[config.mk]
export PLATFORM = sky130hd
export DESIGN_NAME = first_fit_buffer_pool_aging
export DESIGN_NICKNAME = d
export VERILOG_FILES = /design/src/ffbp_pkg.sv /design/src/ffbp_slot_table.sv /design/src/first_fit_buffer_pool_aging.sv
export SDC_FILE = /design/constraint.sdc
export NUM_CORES = 2
export LEC_CHECK = 0
export BUFFER_PORTS_ARGS = -buffer_cell sky130_fd_sc_hd__buf_2
export CAP_MARGIN = 10
export CORE_UTILIZATION = 40
export CTS_CLUSTER_DIAMETER = 200
export DETAILED_ROUTE_END_ITERATION = 8
export GPL_TIMING_DRIVEN = 0
export SLEW_MARGIN = 25
export SYNTH_ARGS = -nofsm -noshare
export SYNTH_HDL_FRONTEND = slang
export SYNTH_HIERARCHICAL = 1
export SYNTH_SLANG_ARGS = --single-unit
[constraint.sdc]
create_clock -name aclk -period 21.6 [get_ports aclk]
set_clock_uncertainty 0.2 [all_clocks]
set_input_delay 4.32 -clock aclk [delete_from_list [all_inputs] [get_ports aclk]]
set_output_delay 4.32 -clock aclk [all_outputs]
set_load 0.02 [all_outputs]
[src/ffbp_pkg.sv]
`default_nettype none
package ffbp_pkg;

    localparam int POOL_DEPTH = 16;
    localparam int IDX_W      = (POOL_DEPTH > 1) ? $clog2(POOL_DEPTH) : 1;
    localparam int CNT_W      = $clog2(POOL_DEPTH + 1);

    localparam int DIM_W   = 13;
    localparam int ID_W    = 8;
    localparam int STAMP_W = 32;
    localparam int AGE_W   = 16;
    localparam int KIND_W  = 3;

    localparam logic [AGE_W-1:0] MAX_AGE_RESET = 16'd600;

    localparam logic CMD_ALLOC = 1'b0;
    localparam logic CMD_FREE  = 1'b1;

    localparam logic [KIND_W-1:0] KIND_HIT     = 3'd0;
    localparam logic [KIND_W-1:0] KIND_MISS    = 3'd1;
    localparam logic [KIND_W-1:0] KIND_EVICT   = 3'd2;
    localparam logic [KIND_W-1:0] KIND_STORED  = 3'd3;
    localparam logic [KIND_W-1:0] KIND_DROPPED = 3'd4;
    localparam logic [KIND_W-1:0] KIND_IGNORED = 3'd5;

    typedef struct packed {
        logic [DIM_W-1:0]   width;
        logic [DIM_W-1:0]   height;
        logic [ID_W-1:0]    handle;
        logic [STAMP_W-1:0] stamp;
    } slot_t;

    typedef struct packed {
        logic             push;
        logic             remove;
        logic             clamp;
        logic [IDX_W-1:0] idx;
    } tbl_ctrl_t;

endpackage
`default_nettype wire

[src/ffbp_slot_table.sv]
`default_nettype none
module ffbp_slot_table (
    input  wire logic                         aclk,
    input  wire logic                         aresetn,
    input  wire ffbp_pkg::tbl_ctrl_t          ctrl,
    input  wire ffbp_pkg::slot_t              wr_slot,
    input  wire logic [ffbp_pkg::STAMP_W-1:0] clamp_stamp,
    output ffbp_pkg::slot_t                   rd_slot,
    output logic [ffbp_pkg::CNT_W-1:0]        fill
);
    import ffbp_pkg::*;

    slot_t            slot_reg [POOL_DEPTH];
    logic [CNT_W-1:0] fill_reg;

    // Entries stay in release order; a removal shifts every younger entry down by one.
    for (genvar j = 0; j < POOL_DEPTH; j++) begin : g_slot
        if (j < POOL_DEPTH - 1) begin : g_mid
            always_ff @(posedge aclk) begin
                if (ctrl.push && fill_reg[IDX_W-1:0] == IDX_W'(j)) begin
                    slot_reg[j] <= wr_slot;
                end else if (ctrl.remove && ctrl.idx <= IDX_W'(j)) begin
                    slot_reg[j] <= slot_reg[j+1];
                end else if (ctrl.clamp && ctrl.idx == IDX_W'(j)) begin
                    slot_reg[j].stamp <= clamp_stamp;
                end
            end
        end else begin : g_top
            always_ff @(posedge aclk) begin
                if (ctrl.push && fill_reg[IDX_W-1:0] == IDX_W'(j)) begin
                    slot_reg[j] <= wr_slot;
                end else if (ctrl.clamp && ctrl.idx == IDX_W'(j)) begin
                    slot_reg[j].stamp <= clamp_stamp;
                end
            end
        end
    end

    always_ff @(posedge aclk) begin
        if (!aresetn) begin
            fill_reg <= '0;
        end else if (ctrl.push) begin
            fill_reg <= fill_reg + CNT_W'(1);
        end else if (ctrl.remove) begin
            fill_reg <= fill_reg - CNT_W'(1);
        end
    end

    assign rd_slot = slot_reg[ctrl.idx];
    assign fill    = fill_reg;

endmodule
`default_nettype wire

[src/first_fit_buffer_pool_aging.sv]
// Pool of returned image buffers with first-fit allocation and age eviction.
// Input items arrive on the s_axis channel: tuser[0] selects allocate (0) or
// free (1), tuser[1] says whether a freed item holds a buffer. Results leave
// on m_axis, one or more per input item; tlast marks the final one.
// A free item is answered with one result, registered in the cycle after it is accepted.
// An allocate item walks the pool from the oldest entry, one entry per cycle
// through a single compare and age unit while the output register is free: it
// produces a stale eviction for every expired entry passed, then a hit or a
// miss. s_axis_tready is low during a walk.
// A single output register holds each result; while the receiver stalls, the
// walk pauses on the current entry and no new input item is taken.
// max_age is written through cfg_wr_en/cfg_wr_data; the user must write it only
// while the block is idle, as the block itself does not enforce this.
// Synchronous active-low reset empties the pool, clears the output valid flag
// and restores max_age to 600; stored entries are not cleared.
`default_nettype none
module first_fit_buffer_pool_aging (
    input  wire logic                        aclk,
    input  wire logic                        aresetn,
    input  wire logic                        s_axis_tvalid,
    output logic                             s_axis_tready,
    // [12:0] req_width, [25:13] req_height, [33:26] buffer_id,
    // [65:34] stamp, [97:66] now, [103:98] zero
    input  wire logic [103:0]                s_axis_tdata,
    // [0] command, [1] buffer_present
    input  wire logic [1:0]                  s_axis_tuser,
    output logic                             m_axis_tvalid,
    input  wire logic                        m_axis_tready,
    // [7:0] out_id, [20:8] out_width, [33:21] out_height, [39:34] zero
    output logic [39:0]                      m_axis_tdata,
    // [2:0] kind
    output logic [2:0]                       m_axis_tuser,
    output logic                             m_axis_tlast,
    input  wire logic                        cfg_wr_en,
    input  wire logic [ffbp_pkg::AGE_W-1:0]  cfg_wr_data
);
    import ffbp_pkg::*;

    localparam logic ST_IDLE = 1'b0;
    localparam logic ST_SCAN = 1'b1;

    logic state_reg, state_next;
    logic [CNT_W-1:0]   idx_reg, idx_next;
    logic [DIM_W-1:0]   req_w_reg, req_w_next;
    logic [DIM_W-1:0]   req_h_reg, req_h_next;
    logic [STAMP_W-1:0] now_reg, now_next;
    logic [AGE_W-1:0]   max_age_reg;

    logic               out_valid_reg, out_valid_next;
    logic [KIND_W-1:0]  out_kind_reg, out_kind_next;
    logic [ID_W-1:0]    out_id_reg, out_id_next;
    logic [DIM_W-1:0]   out_w_reg, out_w_next;
    logic [DIM_W-1:0]   out_h_reg, out_h_next;
    logic               out_last_reg, out_last_next;

    logic               in_command;
    logic               in_present;
    logic [DIM_W-1:0]   in_w;
    logic [DIM_W-1:0]   in_h;
    logic [ID_W-1:0]    in_id;
    logic [STAMP_W-1:0] in_stamp;
    logic [STAMP_W-1:0] in_now;

    tbl_ctrl_t          ctrl;
    slot_t              wr_slot;
    slot_t              rd_slot;
    logic [CNT_W-1:0]   fill;

    logic out_free;
    logic accept;
    logic fit;
    logic stale;

    assign in_command = s_axis_tuser[0];
    assign in_present = s_axis_tuser[1];
    assign in_w       = s_axis_tdata[12:0];
    assign in_h       = s_axis_tdata[25:13];
    assign in_id      = s_axis_tdata[33:26];
    assign in_stamp   = s_axis_tdata[65:34];
    assign in_now     = s_axis_tdata[97:66];

    assign out_free      = !out_valid_reg || m_axis_tready;
    assign s_axis_tready = (state_reg == ST_IDLE) && out_free;
    assign accept        = s_axis_tvalid && s_axis_tready;

    assign wr_slot = '{width: in_w, height: in_h, handle: in_id, stamp: in_stamp};

    // A stamp ahead of now clamps to now, which leaves an age of zero and never evicts.
    assign fit   = (rd_slot.width >= req_w_reg) && (rd_slot.height >= req_h_reg);
    assign stale = (rd_slot.stamp <= now_reg) &&
                   ((now_reg - rd_slot.stamp) > {{(STAMP_W-AGE_W){1'b0}}, max_age_reg});

    always_comb begin
        state_next     = state_reg;
        idx_next       = idx_reg;
        req_w_next     = req_w_reg;
        req_h_next     = req_h_reg;
        now_next       = now_reg;
        out_valid_next = out_valid_reg && !m_axis_tready;
        out_kind_next  = out_kind_reg;
        out_id_next    = out_id_reg;
        out_w_next     = out_w_reg;
        out_h_next     = out_h_reg;
        out_last_next  = out_last_reg;
        ctrl           = '0;
        ctrl.idx       = idx_reg[IDX_W-1:0];

        unique case (state_reg)
            ST_IDLE: begin
                if (accept) begin
                    if (in_command == CMD_ALLOC) begin
                        req_w_next = in_w;
                        req_h_next = in_h;
                        now_next   = in_now;
                        idx_next   = '0;
                        state_next = ST_SCAN;
                    end else begin
                        out_valid_next = 1'b1;
                        out_last_next  = 1'b1;
                        out_id_next    = in_id;
                        out_w_next     = in_w;
                        out_h_next     = in_h;
                        if (!in_present) begin
                            out_kind_next = KIND_IGNORED;
                            out_id_next   = '0;
                            out_w_next    = '0;
                            out_h_next    = '0;
                        end else if (fill >= CNT_W'(POOL_DEPTH)) begin
                            out_kind_next = KIND_DROPPED;
                        end else begin
                            out_kind_next = KIND_STORED;
                            ctrl.push     = 1'b1;
                        end
                    end
                end
            end
            ST_SCAN: begin
                if (out_free) begin
                    if (idx_reg >= fill) begin
                        out_valid_next = 1'b1;
                        out_kind_next  = KIND_MISS;
                        out_id_next    = '0;
                        out_w_next     = req_w_reg;
                        out_h_next     = req_h_reg;
                        out_last_next  = 1'b1;
                        state_next     = ST_IDLE;
                    end else if (fit || stale) begin
                        out_valid_next = 1'b1;
                        out_kind_next  = fit ? KIND_HIT : KIND_EVICT;
                        out_id_next    = rd_slot.handle;
                        out_w_next     = rd_slot.width;
                        out_h_next     = rd_slot.height;
                        out_last_next  = fit;
                        ctrl.remove    = 1'b1;
                        if (fit) begin
                            state_next = ST_IDLE;
                        end
                    end else begin
                        ctrl.clamp = rd_slot.stamp > now_reg;
                        idx_next   = idx_reg + CNT_W'(1);
                    end
                end
            end
        endcase
    end

    always_ff @(posedge aclk) begin
        if (!aresetn) begin
            state_reg     <= ST_IDLE;
            out_valid_reg <= 1'b0;
            max_age_reg   <= MAX_AGE_RESET;
        end else begin
            state_reg     <= state_next;
            out_valid_reg <= out_valid_next;
            if (cfg_wr_en) begin
                max_age_reg <= cfg_wr_data;
            end
        end
    end

    always_ff @(posedge aclk) begin
        idx_reg      <= idx_next;
        req_w_reg    <= req_w_next;
        req_h_reg    <= req_h_next;
        now_reg      <= now_next;
        out_kind_reg <= out_kind_next;
        out_id_reg   <= out_id_next;
        out_w_reg    <= out_w_next;
        out_h_reg    <= out_h_next;
        out_last_reg <= out_last_next;
    end

    ffbp_slot_table u_table (
        .aclk        (aclk),
        .aresetn     (aresetn),
        .ctrl        (ctrl),
        .wr_slot     (wr_slot),
        .clamp_stamp (now_reg),
        .rd_slot     (rd_slot),
        .fill        (fill)
    );

    assign m_axis_tvalid = out_valid_reg;
    assign m_axis_tdata  = {6'b0, out_h_reg, out_w_reg, out_id_reg};
    assign m_axis_tuser  = out_kind_reg;
    assign m_axis_tlast  = out_last_reg;

endmodule
`default_nettype wire

==> results_dict.tcl <==
set metrics [dict create \
    status "finished clean" \
    finalHoldViolations 0 \
    cts_buffer_depth 3 \
    grt_start_max_net_pins 39 \
    synth_top_area_cell "edfxtp_1" \
    io-pin-count 173 \
    cts_resized 0 \
    first_iter_violations 6328 \
    worst_pin_slew_ns 1.199 \
    netlist_area_sq_um 63590 \
    cellLeakagePower_nw 25.36 \
    synth_edf_count 1157 \
    dieArea_sq_um 160600 \
    fin_nets 5356 \
    coreArea_sq_um 156900 \
    postCtsHoldBufs 0 \
    postSynth.asyncResetShare_pct 0 \
    dpl_cell_area_sq_um 69060 \
    drt-wirelength-per-cell_um 32.57 \
    routed-via-count 47958 \
    clock-sinks 1180 \
    startpoint_type "flop" \
    ant_nets 0 \
    grt_pass1_wl_um 338200 \
    grt_pass1_vias 46943 \
    crit_fanout 10 \
    dp_hpwl_um 168800 \
    worstPathRequired_ns 21.95 \
    cts_setup_buffers 0 \
    critPathSlowestCell "clkbuf_1" \
    syn_avg_cell_area_sq_um 13.35 \
    synth_common_cells "1157 x edfxtp_1, 645 x nor2_1, 498 x mux2_2" \
    largest_reg_flops 1056 \
    antenna_found_initial 10 \
    ys_seq_elements 1180 \
    slew_headroom_pct 20.06 \
    ys_warn_count 6 \
    setup_viol_count_final 0 \
    synthMostInstantiatedCell "edfxtp_1" \
    syn_to_final_growth_pct 15.35 \
    via_per_inst 6.553 \
    ys_seq_area_share_pct 55.36 \
    clk_pin_slew_ns 0.06 \
    final_area_sq_um 73350 \
    io_buffers 159 \
    p_per_area_nw_per_um2 76.56 \
    crit_family "buffers and inverters" \
    drc 0 \
    gp_congestion 0.9590 \
    hp-class "reg2reg" \
    cts_tree "done" \
    slew_violations 0 \
    rsz0062_at_grt "no" \
    grt_usage_pct 29.02 \
    ys_top_cells_by_area "edfxtp_1 55%, mux4_2 9.4%, mux2_2 8.8%, o22ai_1 3.9%, nor2_1 3.8%" \
    rows 145 \
    synthCells 4762 \
    slowest_delay_ns 0.85 \
    clk_latency_ns 0.83 \
    synth-main-ff-cell "edfxtp_1" \
    finalSetupTns_ns 0 \
    die_x_um 400.7 \
    ys_types 106 \
    crit_type "reg2reg" \
    wl_um 238400 \
    fin_crit_sh_pct 54.62 \
    period_needed_ns 11.80 \
    synth_top_area_share_pct 54.64 \
    clockRootBuffer "clkbuf_16" \
    fp.dieH_um 400.7 \
    finalPower_mw 5.615 \
    fin_hold_ws_ns 0.2962 \
    start_util_pct 40.52 \
    firstDrtPassIters 6 \
    cts_inserted_buffers 136 \
    end_kind "flop" \
    htreeDepth 4 \
    num-fill-cells 13908 \
    irDropWorstVdd_mv 0.07229 \
    max_freq_mhz 84.75 \
    drv_cap 0 \
    worstPathArrival_ns 12.15 \
    grt_remaining_overflow 0 \
    drive_gt1_share_pct 30.27 \
    cp_num_buf_inv 8 \
]
worst reg2reg max path: cells and delay by family (launching register included):
kind                       cells  cell delay, ns
AOI/OAI and AO/OA              7            2.57
xor gates and xnor gates       1            0.08
adders and majority gates      3            1.02
buffers and inverters          8            3.52
DFF                            1            0.44
muxes                          2            0.79
and+or+nand+nor               10            2.92
path summary, 6_finish.rpt:
| kind | startpoint | end | slack (ns) | cells past startpoint |
|---|---|---|---|---|
| max | idx_reg[1] | u_table/slot_reg[9][64] | 9.80 | 31 |
| min | max_age_reg[9] | max_age_reg[9] | 0.30 | 2 |
| max reg2reg | idx_reg[1] | u_table/slot_reg[9][64] | 9.80 | 31 |
| min reg2reg | max_age_reg[9] | max_age_reg[9] | 0.30 | 2 |
metal layers:
metal	routed length, um	global-route usage, %	vias up	share of wire [%]
li1	-	-	19566	-
met3	26250	7.744	653	11
met2	105900	43.85	3098	44
met4	13230	14.68	10	5.5
met1	92910	38.42	24631	39
met5	51	0	-	0.021
placed cells by master (no fill, tap or decap), types with 16 or more instances in the layout:
cell type  instances
clkinv_2          16
a2bb2oi_1         63
mux2i_1           17
ha_1              83
buf_6             16
nand4_1           20
edfxtp_1        1157
clkbuf_16        136
mux2_4            46
clkinv_1          23
clkbuf_1         224
inv_1            121
buf_2            391
buf_16            50
a21oi_1          129
mux4_2           264
a22oi_1          165
mux2_2           498
o211ai_1          18
o21ai_0           63
nand2b_1          17
a22o_1            34
dfxtp_1           23
a221o_1           65
nand2_1          149
buf_4             51
nor2b_1           31
o22ai_1          386
nand3_1           23
o2bb2ai_1         32
nor2_1           644
through the flow:
stage	util, %	worst slack, ns	std cells
3_5_place_dp	44.00	10.25	7063
2_1_floorplan	-	9.836	4767
6_report	46.74	9.801	7318
3_3_place_gp	42.68	1.935	6984
5_1_grt	46.73	9.661	7313
4_1_cts	46.70	10.16	7309
power by group:
| group | internal (mW) | switching (mW) |
|---|---|---|
| registers | 2.58 | 0.0329 |
| logic | 0.295 | 0.471 |
| clock network | 1.22 | 1.02 |
| total | 4.09 | 1.52 |
logic make-up (layout without fill, tap and decap cells):
family          count (synthesis)  in the layout  share of synthesized area (%)
compound gates               1096           1096                          12.24
xor+xnor                       22             22                         0.3030
fa+ha+maj                      85             85                          1.696
buf+inv                       584           1069                          4.331
flops                        1180           1180                          55.36
mux                           826            826                          19.54
other cells                     1             14                       0.005898
simple gates                  968            968                          6.523
cell type report:
| cell class | instances | area, sq um | area share [%] |
|---|---|---|---|
| clock buffers | 187 | 3605 | 4.915 |
| plain buffers | 463 | 2302 | 3.139 |
| multi-input cells | 3003 | 26060 | 35.52 |
| inverters | 121 | 454.2 | 0.6192 |
| diodes | 8 | 20.02 | 0.02729 |
| repair buffers | 239 | 2501 | 3.410 |
| flip-flops and latches | 1180 | 35200 | 48.00 |
| clock inverters | 59 | 629.4 | 0.8581 |
| well taps | 2058 | 2575 | 3.511 |
(Power assumes the default switching activity.)
